$ cat config.mk
export PLATFORM = sky130hd
export DESIGN_NAME = lppu_cfg
export DESIGN_NICKNAME = d
export VERILOG_FILES = /design/src/rtl/lppu_pkg.sv /design/src/rtl/lppu_cfg.sv
export SDC_FILE = /design/constraint.sdc
export NUM_CORES = 1
export LEC_CHECK = 0
export ABC_CLOCK_PERIOD_IN_PS = 1350
export BUFFER_PORTS_ARGS = -buffer_cell sky130_fd_sc_hd__buf_2
export CORE_MARGIN = 10
export CORE_UTILIZATION = 50
export CTS_CLUSTER_SIZE = 12
export DETAILED_ROUTE_END_ITERATION = 8
export HOLD_SLACK_MARGIN = 0.08
export PLACE_DENSITY = 0.79
export REMOVE_ABC_BUFFERS = 1
export SLEW_MARGIN = 30
export SYNTH_ARGS = -nofsm -noshare
export SYNTH_HDL_FRONTEND = slang
export SYNTH_SLANG_ARGS = --single-unit
$ cat constraint.sdc
create_clock -name clk -period 1.35 [get_ports clk]
set_input_delay 0.2025 -clock clk [delete_from_list [all_inputs] [get_ports clk]]
set_output_delay 0.2025 -clock clk [all_outputs]
set_load 0.02 [all_outputs]
$ cat src/rtl/lppu_pkg.sv
// ============================================================================
// Lidar projection package
// Widths, configuration types and register codes shared by the projection
// unit's modules.
// ============================================================================
package lppu_pkg;

    // Field sizes.
    localparam int COORD_BITS     = 20;
    localparam int COEF_FRAC_BITS = 14;
    localparam int ROT_W          = 16;
    localparam int TRANS_W        = 16;
    localparam int INTR_W         = 20;
    localparam int ROT_REG_W      = 3 * ROT_W;
    localparam int INTR_REG_W     = 3 * INTR_W;
    localparam int CFG_DATA_W     = INTR_REG_W;
    localparam int CFG_IDX_W      = 3;

    // Camera-frame arithmetic.
    localparam int WIDEST  = (COORD_BITS > COEF_FRAC_BITS) ? COORD_BITS : COEF_FRAC_BITS;
    localparam int DROP    = (WIDEST > 22) ? (WIDEST - 22) : 0;
    localparam int PROD_W  = ROT_W + COORD_BITS;
    localparam int TSH_W   = TRANS_W + COEF_FRAC_BITS;
    localparam int SUM_W   = ((PROD_W > TSH_W) ? PROD_W : TSH_W) + 2;
    localparam int CAM_W   = SUM_W - DROP;

    // Projection arithmetic: camera coordinates are split in two halves.
    localparam int LO_W    = CAM_W / 2;
    localparam int HI_W    = CAM_W - LO_W;
    localparam int PLO_W   = INTR_W + LO_W + 1;
    localparam int PHI_W   = INTR_W + HI_W;
    localparam int NUM_W   = INTR_W + CAM_W + 2;

    // Divider.
    localparam int QB      = COORD_BITS;
    localparam int NW      = NUM_W + 2;
    localparam int DW      = CAM_W;
    localparam int CMP_W   = (NW > DW + QB) ? NW : (DW + QB);

    // Queues.
    localparam int MQ_DEPTH = 4;
    localparam int MQ_AW    = 2;
    localparam int OQ_DEPTH = 32;
    localparam int OQ_AW    = 5;

    // Pixel limits.
    localparam logic signed [COORD_BITS-1:0] PIX_MAX = {1'b0, {(COORD_BITS-1){1'b1}}};
    localparam logic signed [COORD_BITS-1:0] PIX_MIN = {1'b1, {(COORD_BITS-1){1'b0}}};

    // Register indexes.
    typedef enum logic [CFG_IDX_W-1:0] {
        IDX_ROT_X  = 3'd0,
        IDX_ROT_Y  = 3'd1,
        IDX_ROT_Z  = 3'd2,
        IDX_TRANS  = 3'd3,
        IDX_INTR_U = 3'd4,
        IDX_INTR_V = 3'd5
    } cfg_idx_t;

    typedef struct packed {
        logic [ROT_REG_W-1:0]  rot_x;
        logic [ROT_REG_W-1:0]  rot_y;
        logic [ROT_REG_W-1:0]  rot_z;
        logic [ROT_REG_W-1:0]  trans;
        logic [INTR_REG_W-1:0] intr_u;
        logic [INTR_REG_W-1:0] intr_v;
    } cfg_t;

    // One point in the camera frame.
    typedef struct packed {
        logic signed [CAM_W-1:0] x;
        logic signed [CAM_W-1:0] y;
        logic signed [CAM_W-1:0] z;
        logic                    inv;
    } cam_t;

    // Handshake between front and back.
    typedef struct packed {
        logic empty;
        cam_t head;
    } mq_side_t;

endpackage

$ cat src/rtl/lppu_cfg.sv
// ============================================================================
// Lidar projection configuration registers
// Holds the rotation, translation and intrinsic registers.
// ============================================================================
module lppu_cfg (
    input  logic                             clk,
    input  logic                             rst_n,
    input  logic                             cfg_we,
    input  logic [lppu_pkg::CFG_IDX_W-1:0]   cfg_index,
    input  logic [lppu_pkg::CFG_DATA_W-1:0]  cfg_data,
    output lppu_pkg::cfg_t                   cfg
);
    import lppu_pkg::*;

    cfg_t cfg_reg;
    cfg_t cfg_next;

    // Register decode; indexes past the list are ignored.
    always_comb
    begin
        cfg_next = cfg_reg;
        if (cfg_we)
        begin
            unique case (cfg_index)
                IDX_ROT_X:  cfg_next.rot_x  = cfg_data[ROT_REG_W-1:0];
                IDX_ROT_Y:  cfg_next.rot_y  = cfg_data[ROT_REG_W-1:0];
                IDX_ROT_Z:  cfg_next.rot_z  = cfg_data[ROT_REG_W-1:0];
                IDX_TRANS:  cfg_next.trans  = cfg_data[ROT_REG_W-1:0];
                IDX_INTR_U: cfg_next.intr_u = cfg_data[INTR_REG_W-1:0];
                IDX_INTR_V: cfg_next.intr_v = cfg_data[INTR_REG_W-1:0];
                default:    cfg_next = cfg_reg;
            endcase
        end
    end

    always_ff @(posedge clk or negedge rst_n)
    begin
        if (!rst_n)
        begin
            cfg_reg <= '0;
        end
        else
        begin
            cfg_reg <= cfg_next;
        end
    end

    assign cfg = cfg_reg;

endmodule

[Word level (Yosys, flattened, before mapping)]
Index checks and enable logic that the tools add are counted.
Word-level totals
  bits in registers: 312
  bits of input ports: 66
  output and inout bits: 312
  word-level logic and storage cells: 18
Cells by class
  eq/ne operators: 5
  reduce and logical (&&, ||, !) cells: 7
Operator list (number)
  $reduce_and 2->1: 6
  $eq 3x2->1 const B: 2
  $eq 3x3->1 const B: 2
  $eq 3x1->1 const B: 1
  $logic_not 3->1: 1

[Logic depth before layout (Yosys ltp)]
Gate-level depths: netlist of the first run.
  depth after elaboration: 2
  gate-level depth with buffers: 4
  depth with buffers taken out: 2

[Worst setup path before layout of the first run]
OpenSTA, ideal clock, no wires.
  path kind: in2reg
  from: in cfg_index[1] (netlist name)
  to: reg cfg_reg (netlist bit cfg[279])
  library setup time: 0.125 ns
  data arrival time: 1.190 ns
  required time: 1.225 ns
  setup slack: 0.036 ns
  stages on the path: 4
  buffers on the path: 2
  cells stage by stage: nor4b_2 buf_4 buf_6 mux2_2
Between the ends
  longest elaborated chain between the ends: 2
RTL lines
  from (decl): RTL line lppu_cfg.sv:9  | input logic [lppu_pkg::CFG_IDX_W-1:0] cfg_index,
  $logic_not 3->1: RTL line lppu_cfg.sv:24  | unique case (cfg_index)
  $reduce_and 2->1 (no source line)
  to (signal assigned): RTL line lppu_cfg.sv:44  | cfg_reg <= cfg_next;
  to (decl): RTL line lppu_cfg.sv:15  | cfg_t cfg_reg;
No other way between the ends.
A chain may end at the register's enable or synchronous reset.

[Final worst setup path of the first run]
  from: reg cfg_reg (netlist bit cfg[88])
  to: out cfg[88] (netlist name)
RTL lines
  to (decl): RTL line lppu_cfg.sv:11  | output lppu_pkg::cfg_t cfg
No word-level cell between the ends.

==> results of run 1 <==
==> cell usage in the layout (no fill, tap or decap) <==
master         Yosys  routed
dfrtp_1          312     312
diode_2            0       1
clkbuf_1           0       8
clkbuf_16          0      37
buf_8              0       1
buf_2             19     376
dlygate4sd3_1      0      61
clkinv_2           0       2
nor4bb_4           0       1
buf_4             10      12
nor4b_4            0       1
mux2_1            42      42
nand4b_1           2       2
mux2_2           270     270
bufinv_16          0       2
and4bb_2           1       2
buf_12             0      16
clkbuf_8           0       7
==> cells by family after synthesis <==
kind of cell	synth area share
AND/OR/NAND/NOR	0.00582
buffers and inverters	0.0185
flip-flops	0.673
multiplexers	0.303
==> power by group <==
| group | leakage [uW] | total [uW] | switching [uW] | internal, uW |
|---|---|---|---|---|
| sequential | 0.00374 | 12600 | 1130 | 11400 |
| clock | 0.000552 | 9210 | 3490 | 5720 |
| combinational | 0.00332 | 7940 | 4800 | 3140 |
==> worst max-delay path by stage <==
stage / to / from / slack, ns / cells after the start
after floorplan: cfg[100]$_DFFE_PN0P_ / cfg_index[0] / -5.50 / 2
after global placement: cfg[77]$_DFFE_PN0P_ / cfg_index[1] / -0.19 / 5
after detailed placement: cfg[95]$_DFFE_PN0P_ / cfg_index[1] / -0.21 / 5
after CTS: cfg[112] / cfg[112]$_DFFE_PN0P_ / 0.04 / 1
after global routing: cfg[88] / cfg[88]$_DFFE_PN0P_ / 0.03 / 1
final: cfg[88] / cfg[88]$_DFFE_PN0P_ / 0.07 / 1
==> through the flow <==
| stage | setup slack, ns | hold slack (ns) | total power, uW |
|---|---|---|---|
| floorplan | -5.50 | -0.0931 | 17000 |
| global placement | -0.191 | 0.0771 | 20300 |
| detailed placement | -0.214 | 0.0763 | 20600 |
| CTS | 0.0446 | 0.137 | 30000 |
| global route | 0.0326 | 0.185 | 31000 |
| finish | 0.0681 | 0.194 | 29700 |
==> final cells by class <==
class,count,area share
well taps,285,0.0226
repair buffers,466,0.185
diodes,1,0.000158
flip-flops and latches,312,0.494
clock buffers,52,0.0666
clock inverters,4,0.00443
multi-input cells,318,0.228
==> repair_timing <==
action / CTS / global route
buffers inserted: 0 / 0
endpoints found under the hold margin: 590 / 0
hold buffers: 61 / 0
==> layer usage <==
metal	track usage	part of all wire	vias to the layer above
met5	0	0	-
met4	0.0720	0.026	0
met3	0.0771	0.098	53
met2	0.369	0.50	293
met1	0.249	0.38	3891
li1	-	-	3308
==> impl_metrics.tcl, run 1 <==
set metrics [dict create \
    status "completed" \
    tightest_slew_ns 0.351 \
    netlist_instances 663 \
    ios 378 \
    final_core_util 0.696 \
    relSlewSlack 0.766 \
    dieArea_um2 29700 \
    yosys-top-cells-count "312 x dfrtp_1, 270 x mux2_2, 42 x mux2_1" \
    crit_family "flip-flops" \
    cpMaxStageDelayCell "dfrtp_1" \
    grt_max_degree 70 \
    cts_resized 0 \
    drc 0 \
    htree_levels 2 \
    clk_path_buf_depth 3 \
    rr_endpoint "cfg[159]$_DFFE_PN0P_" \
    fin_setup_tns_ns 0 \
    worst_ir_drop_vdd_mv 1.42 \
    finClkSkew_ns 0 \
    grt-ovfl-total 0 \
    cp_max_fo 2 \
    worstSetupPathType "flop to output port" \
    drive_above_1_share 0.631 \
    synth_area_leaders "dfrtp_1 67%, mux2_2 26%, mux2_1 4.1%" \
    start_util 0.511 \
    path_clk_slew_ns 0.06 \
    cellPowerDensity_nw_per_um2 1880 \
    wl_per_cell_um 22.6 \
    max_freq_ghz 0.780 \
    vias 7545 \
    critPathLaunchType "flop" \
    cts_buffers 34 \
    fin_cells 1438 \
    avgSynthCellArea_um2 17.5 \
    n_fill_cell 1493 \
    cts_root_buf "clkbuf_16" \
    ys_types 11 \
    largest_reg_flops 312 \
    dpl.cell_count 1320 \
    track_usage 0.217 \
    max_stage_delay_ns 0.41 \
    rsz0062_at_grt "no" \
    synth.yosys.seq_area_share 0.673 \
    yosysTopAreaCell "dfrtp_1" \
    die_h_um 172 \
    layout.nets 1198 \
    dieWidth_um 172 \
    hp-class "input port to async pin" \
    dpl-instance-area_um2 14100 \
    drt_iter0_drc 382 \
    finalCriticalPeriod_ns 1.28 \
    gp_congestion 0.743 \
    drt-total-wl_um 32400 \
    dpl.hpwl_um 22800 \
    ys_ff_latch 312 \
    syn_area_um2 11600 \
    endpoint_kind "output port" \
    cp.arrival_ns 1.08 \
    cts_sinks 312 \
    grt_pass1_wl_um 50000 \
    min_period_over_period 0.950 \
    antenna_found_initial 1 \
    ff2ff_setup_slack_ns 0.54 \
    core_region_area_um2 22700 \
    rows 55 \
    hold_viol_final 0 \
    cap_viol_max_count 0 \
    yosys.area.top_type_share 0.673 \
    yosysMostFrequentCell "dfrtp_1" \
    drt_pass1_iterations 4 \
    stdcell_area_um2 15800 \
    clk_latency_ns 0.49 \
    area_growth_pct 36.3 \
    vias_per_cell 5.25 \
    cts_tree "built" \
    critPathRequiredTime_ns 1.15 \
    grt_pass1_vias 8610 \
    port_buffers 377 \
    seqCellArea_um2 7810 \
    setup_viol 0 \
    synth_warnings 0 \
    path_cells "buf_2" \
    critPathBufInv 1 \
    multi_input_area_um2 3600 \
    ant_nets 0 \
    synthArstFlopShare 1.00 \
    rr_worst_depth 1 \
    synth_edf_count 0 \
    finalMaxSlewViolations 0 \
    synth_ff_type "dfrtp_1" \
    leakage_uw 0.00762 \
    timing.rr.start "cfg[159]$_DFFE_PN0P_" \
]
No activity file was read; power rests on OpenSTA's default activity.
==> run 2: changes to the inputs <==
--- a/config.mk
+++ b/config.mk
@@ -5,7 +5,7 @@
 export SDC_FILE = /design/constraint.sdc
 export NUM_CORES = 1
 export LEC_CHECK = 0
-export ABC_CLOCK_PERIOD_IN_PS = 1350
+export ABC_CLOCK_PERIOD_IN_PS = 1550
 export BUFFER_PORTS_ARGS = -buffer_cell sky130_fd_sc_hd__buf_2
 export CORE_MARGIN = 10
 export CORE_UTILIZATION = 50
==> constraint.sdc (replaced) <==
create_clock -name clk -period 1.55 [get_ports clk]
set_input_delay 0.2325 -clock clk [delete_from_list [all_inputs] [get_ports clk]]
set_output_delay 0.2325 -clock clk [all_outputs]
set_load 0.02 [all_outputs]
==> run 2 against run 1 <==
  * Hold slack better by 0.058 ns
  * Sequential share of layout area down 0.21 points
  * Global-route usage up 0.48 points
  * Clock power down 13%
  * Die area unchanged
  * Critical path depth unchanged
  * Non-clock buffer count up 5
  * Clock skew unchanged
  * Clock-buffer cell count up 3
  * Total power down 13%
  * Highest routed layer unchanged
==> impl_metrics.tcl, run 2 (same netlist as run 1, synthesis figures left out) <==
set metrics [dict create \
    cts_tree "built" \
    path_cells "buf_2" \
    leakage_uw 0.00765 \
    worstSetupPathType "flop to output port" \
    cap_viol_max_count 0 \
    htree_levels 2 \
    track_usage 0.222 \
    vias 7539 \
    relSlewSlack 0.683 \
    critPathBufInv 1 \
    dieWidth_um 172 \
    wl_per_cell_um 22.9 \
    ant_nets 0 \
    drive_above_1_share 0.632 \
    crit_start "cfg[112]$_DFFE_PN0P_" \
    cts_sinks 312 \
    endpoint_kind "output port" \
    antenna_found_initial 2 \
    rows 55 \
    switchingPower_uw 8290 \
    drt-total-wl_um 33000 \
    path_clk_slew_ns 0.06 \
    hp-class "input port to async pin" \
    p_total_uw 25900 \
    max_freq_ghz 0.759 \
    timing.rr.start "cfg[63]$_DFFE_PN0P_" \
    area_growth_pct 36.9 \
    crit_family "flip-flops" \
    clk_path_buf_depth 3 \
    gp_congestion 0.777 \
    critPathRequiredTime_ns 1.32 \
    cp_max_fo 2 \
    grt_pass1_wl_um 50800 \
    cellPowerDensity_nw_per_um2 1630 \
    drt_iter0_drc 317 \
    fin_setup_tns_ns 0 \
    largest_reg_flops 312 \
    core_region_area_um2 22700 \
    tightest_slew_ns 0.475 \
    holdWs_ns 0.252 \
    power.internal_uw 17600 \
    clkPwrFrac 0.308 \
    final_cell_mix "376 x buf_2, 312 x dfrtp_1, 270 x mux2_2" \
    post-place-ws_ns -0.0523 \
    cts_setup_buffers 0 \
    hold_viol_final 0 \
    critPathLaunchType "flop" \
    finalMaxSlewViolations 0 \
    cpMaxStageDelayCell "dfrtp_1" \
    finalCriticalPeriod_ns 1.32 \
    clk_latency_ns 0.50 \
    rsz0062_at_grt "no" \
    grt_max_degree 49 \
    p_comb_frac 0.269 \
    die_h_um 172 \
    finClkSkew_ns 0 \
    cts_root_buf "clkbuf_16" \
    fin_ws_ns 0.232 \
    worst_ir_drop_vdd_mv 1.01 \
    dpl.hpwl_um 23000 \
    setup_viol 0 \
    grt_pass1_vias 8544 \
    status "completed" \
    cp.arrival_ns 1.09 \
    drc 0 \
    dieArea_um2 29700 \
    layout_commonest_cell "buf_2" \
    p_seq_frac 0.423 \
    grt-ovfl-total 0 \
    n_fill_cell 1507 \
    layout.nets 1203 \
    ios 378 \
    min_period_over_period 0.850 \
    start_util 0.511 \
    cts_resized 0 \
    vias_per_cell 5.21 \
    cts_buffers 34 \
    switching_share 0.320 \
    max_stage_delay_ns 0.41 \
    port_buffers 377 \
    drt_pass1_iterations 4 \
    ff2ff_setup_slack_ns 0.74 \
]
[run 2: cell count changes in the layout (fill, tap and decap cells not counted), sizes merged]
cell / before / now
clkbuf: 52 / 55
diode: 1 / 2
buf: 405 / 410
bufinv: 2 / 1
[run 2: metal layers]
| metal | up-vias | GRT usage | share of wire |
|---|---|---|---|
| li1 | 3318 | - | - |
| met2 | 294 | 0.377 | 0.50 |
| met5 | - | 0 | 0 |
| met1 | 3875 | 0.253 | 0.38 |
| met3 | 52 | 0.0789 | 0.096 |
| met4 | 0 | 0.0783 | 0.024 |
[run 2: path summary, 6_finish.rpt]
path / to / depth (start not counted)
max in group asynchronous: cfg[151]$_DFFE_PN0P_ / 4
min reg2reg: cfg[258]$_DFFE_PN0P_ / 1
min in group clk: cfg[119]$_DFFE_PN0P_ / 4
max reg2reg: cfg[63]$_DFFE_PN0P_ / 1
min: cfg[145]$_DFFE_PN0P_ / 2
max: cfg[112] / 1
[run 2: layout make-up]
| cell class | instances | area (um^2) | share of cell area |
|---|---|---|---|
| Clock inverter | 3 | 40.0 | 0.00252 |
| Sequential cell | 312 | 7810 | 0.492 |
| Antenna cell | 2 | 5.00 | 0.000315 |
| Clock buffer | 55 | 1070 | 0.0676 |
| Timing Repair Buffer | 471 | 2990 | 0.188 |
| Multi-Input combinational cell | 318 | 3600 | 0.227 |
| Tap cell | 285 | 357 | 0.0225 |
[run 2: per-stage QoR]
| stage | area, um^2 | std cells | util |
|---|---|---|---|
| detailed placement | 14200 | 1325 | 0.623 |
| CTS | 15900 | 1444 | 0.699 |
| floorplan | 11400 | 630 | - |
| global placement | 14200 | 1325 | 0.623 |
| finish | 15900 | 1446 | 0.699 |
| global route | 15900 | 1446 | 0.699 |
[run 2: repair_timing]
action | CTS | global route
setup endpoints to repair | 0 | 0
endpoints found under the hold margin | 530 | 0
hold buffers | 61 | 0
[run 2: power by group through the flow]
stage | clock, uW | sequential [uW] | combinational, uW
after floorplan | 0 | 13200 | 1620
after global placement | 0 | 11000 | 6740
after detailed placement | 0 | 11000 | 6880
after CTS | 8110 | 11000 | 7030
after global routing | 8440 | 11200 | 7410
final | 7970 | 11000 | 6950
==> run 3: changes to the inputs <==
--- a/config.mk
+++ b/config.mk
@@ -5,14 +5,14 @@
 export SDC_FILE = /design/constraint.sdc
 export NUM_CORES = 1
 export LEC_CHECK = 0
-export ABC_CLOCK_PERIOD_IN_PS = 1550
+export ABC_CLOCK_PERIOD_IN_PS = 1050
 export BUFFER_PORTS_ARGS = -buffer_cell sky130_fd_sc_hd__buf_2
 export CORE_MARGIN = 10
-export CORE_UTILIZATION = 50
+export CORE_UTILIZATION = 46
 export CTS_CLUSTER_SIZE = 12
 export DETAILED_ROUTE_END_ITERATION = 8
 export HOLD_SLACK_MARGIN = 0.08
-export PLACE_DENSITY = 0.79
+export PLACE_DENSITY = 0.76
 export REMOVE_ABC_BUFFERS = 1
 export SLEW_MARGIN = 30
 export SYNTH_ARGS = -nofsm -noshare
==> constraint.sdc (replaced) <==
create_clock -name clk -period 1.05 [get_ports clk]
set_input_delay 0.1575 -clock clk [delete_from_list [all_inputs] [get_ports clk]]
set_output_delay 0.1575 -clock clk [all_outputs]
set_load 0.02 [all_outputs]
==> run 3 against run 2 <==
  * The run now ends with negative setup slack left
  * Total power is 73% higher
  * First-iteration DRC count is 52% higher
  * Final cell count is 12% higher
  * Clock power is 52% higher
  * Via count is 12% higher
  * Critical path type unchanged
  * Largest cell class unchanged
==> impl_metrics.tcl, run 3 (same netlist as run 1, synthesis figures left out) <==
set metrics [dict create \
    status "finished with violations" \
    violations "negative setup slack" \
    area_growth_pct 64.7 \
    grt-ovfl-total 0 \
    dpl.hpwl_um 23300 \
    antenna_found_initial 0 \
    ant_nets 0 \
    htree_levels 2 \
    drt-total-wl_um 42200 \
    hold_viol_final 0 \
    finalCriticalPeriod_ns 1.26 \
    finClkSkew_ns 0 \
    cts_sinks 312 \
    critPathRequiredTime_ns 0.89 \
    stdcell_area_um2 19100 \
    drive_above_1_share 0.673 \
    cap_viol_max_count 0 \
    relSlewSlack 0.747 \
    final_cell_mix "323 x buf_6, 312 x dfrtp_1, 247 x mux2_2" \
    fin_cells 1618 \
    clk_latency_ns 0.49 \
    p_total_uw 44800 \
    dpl-instance-area_um2 14200 \
    dieWidth_um 179 \
    post-place-ws_ns -0.446 \
    crit_family "flip-flops" \
    fin_ws_ns -0.210 \
    leakage_uw 0.00902 \
    critPathLaunchType "flop" \
    die_h_um 179 \
    start_util 0.463 \
    holdWs_ns 0.144 \
    layout_commonest_cell "buf_6" \
    port_buffers 377 \
    max_stage_delay_ns 0.44 \
    gp_congestion 0.763 \
    tightest_slew_ns 0.378 \
    dieArea_um2 32000 \
    dpl.cell_count 1373 \
    max_freq_ghz 0.794 \
    track_usage 0.239 \
    worst_ir_drop_vdd_mv 1.69 \
    setup_viol 321 \
    path_cells "buf_6" \
    clk_path_buf_depth 3 \
    cellPowerDensity_nw_per_um2 2340 \
    finalMaxSlewViolations 0 \
    rows 58 \
    cts_root_buf "clkbuf_16" \
    largest_reg_flops 312 \
    cpMaxStageDelayCell "dfrtp_1" \
    critPathBufInv 1 \
    path_clk_slew_ns 0.06 \
    grt_pass1_vias 9414 \
    vias 8444 \
    cts_tree "built" \
    n_antenna_cell 0 \
    cts_buffers 34 \
    cp.arrival_ns 1.10 \
    min_period_over_period 1.20 \
    drt_iter0_drc 481 \
    rsz0062_at_grt "yes" \
    vias_per_cell 5.22 \
    worstSetupPathType "flop to output port" \
    layout.nets 1333 \
    grt_pass1_wl_um 58800 \
    cp_max_fo 2 \
    endpoint_kind "output port" \
    drt_pass1_iterations 5 \
    core_region_area_um2 25000 \
    hp-class "input port to async pin" \
    ios 378 \
    drc 0 \
    grt_max_degree 39 \
    wl_per_cell_um 26.1 \
]
## run 3: cell types whose count changed in the layout (fill, tap and decap cells not counted), sizes merged
cell	change
buf	+126
diode	-2
clkinv	-1
clkbuf	+4
## run 3: layout make-up
class | count | area (um^2)
repair buffers | 601 | 6050
well taps | 330 | 413
clock inverters | 2 | 35.0
clock buffers | 55 | 1100
multi-input cells | 318 | 3700
flip-flops and latches | 312 | 7810
fillers | 1259 | 5930
## run 3: path summary, 6_finish.rpt
kind                            slack [ns]                 start                    to  cells after the start
worst max-delay path                 -0.21  cfg[166]$_DFFE_PN0P_              cfg[166]                      1
worst min-delay path                  0.14                 rst_n  cfg[104]$_DFFE_PN0P_                      2
worst max register to register       -0.03  cfg[297]$_DFFE_PN0P_  cfg[297]$_DFFE_PN0P_                      3
worst min register to register        0.51  cfg[251]$_DFFE_PN0P_  cfg[251]$_DFFE_PN0P_                      1
max in group asynchronous             0.34                 rst_n  cfg[298]$_DFFE_PN0P_                      3
min in group clk                      0.24          cfg_index[1]  cfg[264]$_DFFE_PN0P_                      4
## run 3: worst register-to-register path: cells and delay by family (launching register included)
family | cells | cell delay, ns
DFF | 1 | 0.41
muxes | 1 | 0.27
buffers and inverters | 2 | 0.29
## run 3: repair_timing
action | in CTS | in global routing
hold endpoints to repair | 624 | 0
buffers inserted | 54 | 69
gates cloned | 0 | 5
gates resized for setup | 624 | 48
hold buffers | 61 | 0
pin swaps | 0 | 1
endpoints found under the setup margin | 312 | 367
## run 3: routing by layer
layer / global-route usage / vias up / share of wire
met5: 0 / - / 0
met2: 0.429 / 401 / 0.52
li1: - / 3559 / -
met3: 0.0691 / 114 / 0.085
met4: 0.0896 / 0 / 0.041
met1: 0.261 / 4370 / 0.35
## run 3: power by group
part | switching, uW | leakage [uW] | total, uW | internal [uW]
sequential | 2420 | 0.00374 | 17100 | 14700
combinational | 6980 | 0.00471 | 15500 | 8520
clock | 4730 | 0.000561 | 12100 | 7400
total | 14100 | 0.00902 | 44800 | 30600
## run 3: metrics by stage
stage	utilization	TNS, ns
global route	0.763	-54.60
floorplan	-	-712.91
finish	0.763	-44.98
detailed placement	0.568	-112.35
global placement	0.568	-106.45
CTS	0.732	-48.21
